$ cat config.mk
export PLATFORM = sky130hd
export DESIGN_NAME = keying_despill_pixel
export DESIGN_NICKNAME = d
export VERILOG_FILES = /design/src/hdl/kdsp_pkg.sv /design/src/hdl/kdsp_cfg_regs.sv /design/src/hdl/keying_despill_pixel.sv
export SDC_FILE = /design/constraint.sdc
export NUM_CORES = 2
export LEC_CHECK = 0
export BUFFER_PORTS_ARGS = -buffer_cell sky130_fd_sc_hd__buf_2
export CAP_MARGIN = 20
export CORE_MARGIN = 2
export CORE_UTILIZATION = 35
export CTS_CLUSTER_DIAMETER = 60
export DETAILED_ROUTE_END_ITERATION = 10
export HOLD_SLACK_MARGIN = 0.08
export SLEW_MARGIN = 20
export SYNTH_ARGS = -nofsm -noshare
export SYNTH_HDL_FRONTEND = slang
export SYNTH_HIERARCHICAL = 1
export SYNTH_SLANG_ARGS = --single-unit
$ cat constraint.sdc
create_clock -name clk -period 9 [get_ports clk]
set_input_delay 2.25 -clock clk [delete_from_list [all_inputs] [get_ports clk]]
set_output_delay 2.25 -clock clk [all_outputs]
set_load 0.01 [all_outputs]
$ cat src/hdl/kdsp_pkg.sv
// kdsp_pkg: shared types, constants and helpers for the keying despill block.
// No dependencies; imported by kdsp_cfg_regs and keying_despill_pixel.
package kdsp_pkg;

  // Q12 factor format
  localparam int Q_SHIFT = 12;
  localparam int Q_BITS  = 13;
  localparam logic [Q_BITS-1:0] Q_ONE      = 13'd4096;
  localparam logic [Q_BITS-1:0] Q_HALF     = 13'd2048;

  // configuration port
  localparam int CFG_INDEX_BITS = 2;
  localparam int CFG_DATA_BITS  = 16;

  typedef enum logic [CFG_INDEX_BITS-1:0] {
    REG_DESPILL_STRENGTH = 2'd0,
    REG_BALANCE_WEIGHT   = 2'd1
  } cfg_reg_t;

  // color channel index
  typedef enum logic [1:0] {
    CH_RED   = 2'd0,
    CH_GREEN = 2'd1,
    CH_BLUE  = 2'd2
  } chan_t;

  // register file contents seen by the datapath
  typedef struct packed {
    logic [Q_BITS-1:0] strength;
    logic [Q_BITS-1:0] balance;
  } kdsp_cfg_t;

  // keep the low 13 bits and clamp to 1.0
  function automatic logic [Q_BITS-1:0] sat_q12(input logic [CFG_DATA_BITS-1:0] value);
    logic [Q_BITS-1:0] w;
    w = value[Q_BITS-1:0];
    return (w > Q_ONE) ? Q_ONE : w;
  endfunction

endpackage

$ cat src/hdl/kdsp_cfg_regs.sv
// kdsp_cfg_regs: despill strength and balance weight registers.
// Depends on kdsp_pkg (cfg_reg_t, kdsp_cfg_t, sat_q12).
module kdsp_cfg_regs import kdsp_pkg::*; (
  input  logic                      clk,
  input  logic                      rst,
  input  logic                      cfg_valid,
  input  logic [CFG_INDEX_BITS-1:0] cfg_index,
  input  logic [CFG_DATA_BITS-1:0]  cfg_data,
  output kdsp_cfg_t                 cfg
);

  // write decode; unknown indexes are dropped
  always_ff @(posedge clk) begin
    if (rst) begin
      cfg.strength <= Q_HALF;
      cfg.balance  <= Q_HALF;
    end else if (cfg_valid) begin
      unique case (cfg_index)
        REG_DESPILL_STRENGTH: cfg.strength <= sat_q12(cfg_data);
        REG_BALANCE_WEIGHT:   cfg.balance  <= sat_q12(cfg_data);
        default: ;
      endcase
    end
  end

endmodule

$ cat src/hdl/keying_despill_pixel.sv
// keying_despill_pixel: per-pixel chroma key spill suppression, top level.
// Depends on kdsp_pkg and kdsp_cfg_regs.
//
// One pixel is taken every clock: busy stays low, so a start is always a
// transfer. Each pixel's result appears with a one-cycle done strobe, in
// order, after passing the five register stages: key select, weight
// multiply, excess subtract, strength multiply and clamp. The receiver cannot
// hold results off. Configuration writes are always ready and are meant to
// land while no pixel is in flight.
module keying_despill_pixel import kdsp_pkg::*; #(
  parameter int CHANNEL_BITS = 16
) (
  input  logic                      clk,
  input  logic                      rst,
  input  logic                      start,
  output logic                      busy,
  input  logic [CHANNEL_BITS-1:0]   fg_red,
  input  logic [CHANNEL_BITS-1:0]   fg_green,
  input  logic [CHANNEL_BITS-1:0]   fg_blue,
  input  logic [CHANNEL_BITS-1:0]   fg_alpha,
  input  logic [CHANNEL_BITS-1:0]   key_red,
  input  logic [CHANNEL_BITS-1:0]   key_green,
  input  logic [CHANNEL_BITS-1:0]   key_blue,
  input  logic                      cfg_valid,
  output logic                      cfg_ready,
  input  logic [CFG_INDEX_BITS-1:0] cfg_index,
  input  logic [CFG_DATA_BITS-1:0]  cfg_data,
  output logic                      done,
  output logic [CHANNEL_BITS-1:0]   out_red,
  output logic [CHANNEL_BITS-1:0]   out_green,
  output logic [CHANNEL_BITS-1:0]   out_blue,
  output logic [CHANNEL_BITS-1:0]   out_alpha
);

  localparam int CB     = CHANNEL_BITS;
  localparam int PW     = CB + Q_BITS;        // weighted channel width
  localparam int EW     = CB + Q_SHIFT;       // excess width
  localparam int MW     = EW + Q_BITS;        // strength product width
  localparam int LAT    = 5;

  kdsp_cfg_t cfg;

  assign busy      = 1'b0;
  assign cfg_ready = 1'b1;

  kdsp_cfg_regs u_cfg (
    .clk       (clk),
    .rst       (rst),
    .cfg_valid (cfg_valid),
    .cfg_index (cfg_index),
    .cfg_data  (cfg_data),
    .cfg       (cfg)
  );

  logic accept;
  assign accept = start && !busy;

  // ---------------- stage 1: dominant key channel and operand select
  chan_t          dom_sel;
  logic [CB-1:0]  c_dom, c_lo, c_hi;

  always_comb begin
    if (key_red > key_green) begin
      dom_sel = (key_red > key_blue) ? CH_RED : CH_BLUE;
    end else begin
      dom_sel = (key_green > key_blue) ? CH_GREEN : CH_BLUE;
    end
  end

  always_comb begin
    unique case (dom_sel)
      CH_RED: begin
        c_dom = fg_red;   c_lo = fg_green; c_hi = fg_blue;
      end
      CH_GREEN: begin
        c_dom = fg_green; c_lo = fg_red;   c_hi = fg_blue;
      end
      default: begin
        c_dom = fg_blue;  c_lo = fg_red;   c_hi = fg_green;
      end
    endcase
  end

  logic           s1_valid;
  chan_t          s1_dom;
  logic [CB-1:0]  s1_c_dom, s1_c_lo, s1_c_hi;
  logic [CB-1:0]  s1_fg [3];
  logic [CB-1:0]  s1_alpha;

  always_ff @(posedge clk) begin
    if (rst) begin
      s1_valid <= 1'b0;
    end else begin
      s1_valid <= accept;
    end
  end

  always_ff @(posedge clk) begin
    s1_dom   <= dom_sel;
    s1_c_dom <= c_dom;
    s1_c_lo  <= c_lo;
    s1_c_hi  <= c_hi;
    s1_fg[0] <= fg_red;
    s1_fg[1] <= fg_green;
    s1_fg[2] <= fg_blue;
    s1_alpha <= fg_alpha;
  end

  // ---------------- stage 2: balance-weighted products
  logic [Q_BITS-1:0] bal_hi;
  assign bal_hi = Q_ONE - cfg.balance;

  logic           s2_valid;
  chan_t          s2_dom;
  logic [CB-1:0]  s2_c_dom;
  logic [PW-1:0]  s2_p_lo, s2_p_hi;
  logic [CB-1:0]  s2_fg [3];
  logic [CB-1:0]  s2_alpha;

  always_ff @(posedge clk) begin
    if (rst) begin
      s2_valid <= 1'b0;
    end else begin
      s2_valid <= s1_valid;
    end
  end

  always_ff @(posedge clk) begin
    s2_dom   <= s1_dom;
    s2_c_dom <= s1_c_dom;
    s2_p_lo  <= {{Q_BITS{1'b0}}, s1_c_lo} * {{CB{1'b0}}, cfg.balance};
    s2_p_hi  <= {{Q_BITS{1'b0}}, s1_c_hi} * {{CB{1'b0}}, bal_hi};
    s2_fg    <= s1_fg;
    s2_alpha <= s1_alpha;
  end

  // ---------------- stage 3: excess of dominant channel over the average
  logic [PW-1:0] avg, dom_q, diff;
  assign avg   = s2_p_lo + s2_p_hi;
  assign dom_q = {1'b0, s2_c_dom, {Q_SHIFT{1'b0}}};
  assign diff  = dom_q - avg;

  logic           s3_valid;
  chan_t          s3_dom;
  logic [CB-1:0]  s3_c_dom;
  logic           s3_pos;
  logic [EW-1:0]  s3_excess;
  logic [CB-1:0]  s3_fg [3];
  logic [CB-1:0]  s3_alpha;

  always_ff @(posedge clk) begin
    if (rst) begin
      s3_valid <= 1'b0;
    end else begin
      s3_valid <= s2_valid;
    end
  end

  always_ff @(posedge clk) begin
    s3_dom    <= s2_dom;
    s3_c_dom  <= s2_c_dom;
    s3_pos    <= dom_q > avg;
    s3_excess <= diff[EW-1:0];
    s3_fg     <= s2_fg;
    s3_alpha  <= s2_alpha;
  end

  // ---------------- stage 4: strength times excess, truncated
  logic [MW-1:0] spill_prod;
  assign spill_prod = {{Q_BITS{1'b0}}, s3_excess} * {{EW{1'b0}}, cfg.strength};

  logic           s4_valid;
  chan_t          s4_dom;
  logic [CB-1:0]  s4_c_dom;
  logic [CB:0]    s4_amount;
  logic [CB-1:0]  s4_fg [3];
  logic [CB-1:0]  s4_alpha;

  always_ff @(posedge clk) begin
    if (rst) begin
      s4_valid <= 1'b0;
    end else begin
      s4_valid <= s3_valid;
    end
  end

  always_ff @(posedge clk) begin
    s4_dom    <= s3_dom;
    s4_c_dom  <= s3_c_dom;
    s4_amount <= s3_pos ? spill_prod[MW-1:2*Q_SHIFT] : '0;
    s4_fg     <= s3_fg;
    s4_alpha  <= s3_alpha;
  end

  // ---------------- stage 5: subtract with clamp at zero, output register
  logic [CB-1:0] new_dom;
  assign new_dom = (s4_amount >= {1'b0, s4_c_dom}) ? '0 : s4_c_dom - s4_amount[CB-1:0];

  always_ff @(posedge clk) begin
    if (rst) begin
      done <= 1'b0;
    end else begin
      done <= s4_valid;
    end
  end

  always_ff @(posedge clk) begin
    out_red   <= (s4_dom == CH_RED)   ? new_dom : s4_fg[0];
    out_green <= (s4_dom == CH_GREEN) ? new_dom : s4_fg[1];
    out_blue  <= (s4_dom == CH_BLUE)  ? new_dom : s4_fg[2];
    out_alpha <= s4_alpha;
  end

  // ---------------- checks
  // every result comes from a matching earlier transfer
  a_done_latency: assert property (@(posedge clk) disable iff (rst)
    done |-> $past(accept, LAT))
    else $error("done without a matching start");

  // alpha is carried unchanged through the pipe
  a_alpha_pass: assert property (@(posedge clk) disable iff (rst)
    done |-> out_alpha == $past(fg_alpha, LAT))
    else $error("alpha mismatch");

  // despill only ever lowers a channel
  a_no_gain: assert property (@(posedge clk) disable iff (rst)
    done |-> (out_red <= $past(fg_red, LAT)) && (out_green <= $past(fg_green, LAT))
             && (out_blue <= $past(fg_blue, LAT)))
    else $error("channel increased");

  // factors stay within 1.0
  a_cfg_range: assert property (@(posedge clk) disable iff (rst)
    (cfg.strength <= Q_ONE) && (cfg.balance <= Q_ONE))
    else $error("factor above one");

endmodule
==> results.toml <==
[floorplanning]
num_rows = 127
io-pin-count = 201
die_w_um = 351
die_h_um = 351
coreArea_um2 = 120000
initial_core_util = 0.353
dieArea_um2 = 124000

[sta]
worst_pin_slew_ns = 1.06
skew_ns = 0.0310
report.final.hold_viol_count = 0
rsz0062_at_grt = "false"
slew_viol_final = 0
fin_crit_ns = 7.10
tns_ns = 0
setup_viol = 0
slew_headroom = 0.289
min_period_over_period = 0.789
max_freq_mhz = 141
hold_ws_ns = 0.302

[logic_synthesis]
async_flop_share = 0
synthesis.area_um2 = 42200
ys_warn_count = 6
yosys.cell_count.top_type = "inv_1"
syn_nets = 5475
synth.area.top_cells = "fa_1 (28%), dfxtp_1 (26%), ha_1 (11%)"
synthFlopType = "dfxtp_1"
yosysUniqueCellTypes = 88
syn_area_per_cell_um2 = 9.62
ys_ff_latch = 559
synth-seq-area-share = 0.265
synth_top_area_cell = "fa_1"
synth_commonest_cells = "inv_1 (752), nand2_1 (628), fa_1 (595)"
synth_edf_count = 0
yosys.area.top_type_share = 0.282
synth_cells = 4391

[power_and_ir_drop]
p_total_mw = 11.9
p_leak_nw = 22.2
vdd_drop_max_mv = 0.190
cellPowerDensity_nw_per_um2 = 255

[place]
dp_hpwl_um = 81100
dpl.cell_count = 6052
gp_congestion = 0.863
place.port_buffers = 195
dpl_cell_area_um2 = 44800

[cts]
clk_path_buf_depth = 3
clock_latency_ns = 0.63
root_buffer = "clkbuf_16"
clkTransAtPathRegs_ns = 0.06
cts_resized = 0
cts_sinks = 559
tritoncts = "done"
numCtsBuffers = 56
post_cts_buffers = 0
hold_buffers = 0
htreeDepth = 2

[layout]
instances_no_fill = 6157
area_growth_pct = 10.7
drive_above_1_share = 0.0898
post-route-cell-area_um2 = 46800
nets = 5582
fill_cells = 11988

[grt]
grt_pass1_vias = 30236
grt_pass1_wl_um = 164000
grt_start_max_net_pins = 34
gr-total-overflow = 0
grt_use_total = 0.169
antenna_found_initial = 4

[routing]
viasPerCell = 4.75
vias = 29228
routed_wl_um = 102000
drc = 0
ant_nets = 0
wl_met3_um = 3680
routedWlPerCell_um = 16.5
wl_met1_um = 43200
detail_route.iter0.violations = 1511
firstDrtPassIters = 5
top_layer = "met4"
met2_length_um = 50800

[run]
maxCapViolations = 0

[status]
status = "finished clean"

[worst_setup_path]
critPathArrivalTime_ns = 7.63
required_ns = 9.53
rrSetupSlack_ns = 1.90
path_max_fanout = 16
crit_type = "flip-flop to flip-flop"
worstSetupStartpointType = "flip-flop"
endpoint_kind = "flip-flop"

[worst_hold_path]
hp-class = "flip-flop to flip-flop"
==> area by class of cell <==
| class | count | area, um^2 | share of cell area |
|---|---|---|---|
| sequential | 559 | 11200 | 0.239 |
| inverter | 752 | 2820 | 0.0603 |
| multi-input combinational | 2896 | 27500 | 0.588 |
| clock buffer | 67 | 1480 | 0.0317 |
| tap | 1612 | 2020 | 0.0431 |
| timing repair buffer | 233 | 1260 | 0.0270 |
| antenna | 2 | 5.00 | 0.000107 |
| clock inverter | 36 | 480 | 0.0103 |
==> worst max-delay path: stages, from the launching register on <==
cell and delay, ns:
dfxtp_1 0.61, inv_1 0.09, ha_1 0.25, nand2_1 0.19, xor2_2 0.80, nand2_1 0.16, fa_1 0.52, inv_1 0.04
ha_1 0.18, fa_1 0.49, inv_1 0.06, fa_1 0.48, fa_1 0.49, inv_1 0.04, ha_1 0.34, o21a_1 0.19
o21a_1 0.17, a2111oi_0 0.91, o21a_1 0.23, o211ai_1 0.17, a31o_2 0.28, a21oi_1 0.16, xnor2_1 0.13
==> path summary, 6_finish.rpt <==
path,depth (start not counted),end,start
worst max-delay path,22,s2_p_hi[25],u_cfg/cfg[0]
worst min-delay path,0,s2_c_dom[13],s1_c_dom[13]
worst min register to register,0,s2_c_dom[13],s1_c_dom[13]
worst max register to register,22,s2_p_hi[25],u_cfg/cfg[0]
==> power breakdown <==
part,switching (mW),internal [mW]
Sequential,0.504,2.93
Clock,0.998,1.42
Combinational,3.59,2.49
==> cells by family (layout without fill, tap and decap cells) <==
group,count (synthesis),count (layout),share of synthesized area
buf+inv,936,1088,0.0850
fa+ha+maj,950,950,0.387
mux,36,36,0.00948
compound gates,518,518,0.0814
flops,559,559,0.265
xor+xnor,122,122,0.0253
simple gates,1268,1268,0.147
other cells,2,4,0.000178
==> sequential cells by signal, indices dropped and copies added, names as in the netlist, 17 cells and up <==
| register | flops |
|---|---|
| s1_fg | 48 |
| s2_fg | 48 |
| s3_fg | 48 |
| s4_fg | 48 |
| s2_p_hi | 29 |
| s2_p_lo | 29 |
| s3_excess | 28 |
| u_cfg/cfg | 26 |
| s4_amount | 17 |
==> layer usage <==
metal,GRT usage,up-vias
li1,-,13887
met1,0.213,14583
met2,0.296,587
met3,0.0176,171
met4,0.0663,0
met5,0,-
==> stage by stage <==
step	util	setup WS, ns
2_1_floorplan	-	2.44
3_5_place_dp	0.374	1.93
6_report	0.390	1.90
5_1_grt	0.390	1.42
3_3_place_gp	0.374	2.01
4_1_cts	0.390	1.88
==> placed cells by master (no fill, tap or decap), types with 12 or more instances in the layout <==
cell type,synthesis,layout
inv_1,752,752
nand2_1,628,628
fa_1,595,595
dfxtp_1,559,559
ha_1,355,355
and2_1,323,323
buf_2,4,195
a21oi_1,141,141
o21ai_0,115,115
xnor2_1,83,80
nor2_1,68,68
a21o_1,62,62
clkbuf_16,0,56
nand3_1,41,41
buf_4,7,38
xor2_1,39,37
and3_1,32,32
mux2_2,32,32
nor3_1,30,30
nand4_1,28,28
o21a_1,26,26
nor2b_1,27,26
o21bai_1,21,21
a221o_1,19,19
or3_1,15,15
a31oi_1,14,14
o211ai_1,14,14
a211oi_1,12,12
o31ai_1,12,12
Note: power is estimated with default switching activity, not from simulation.
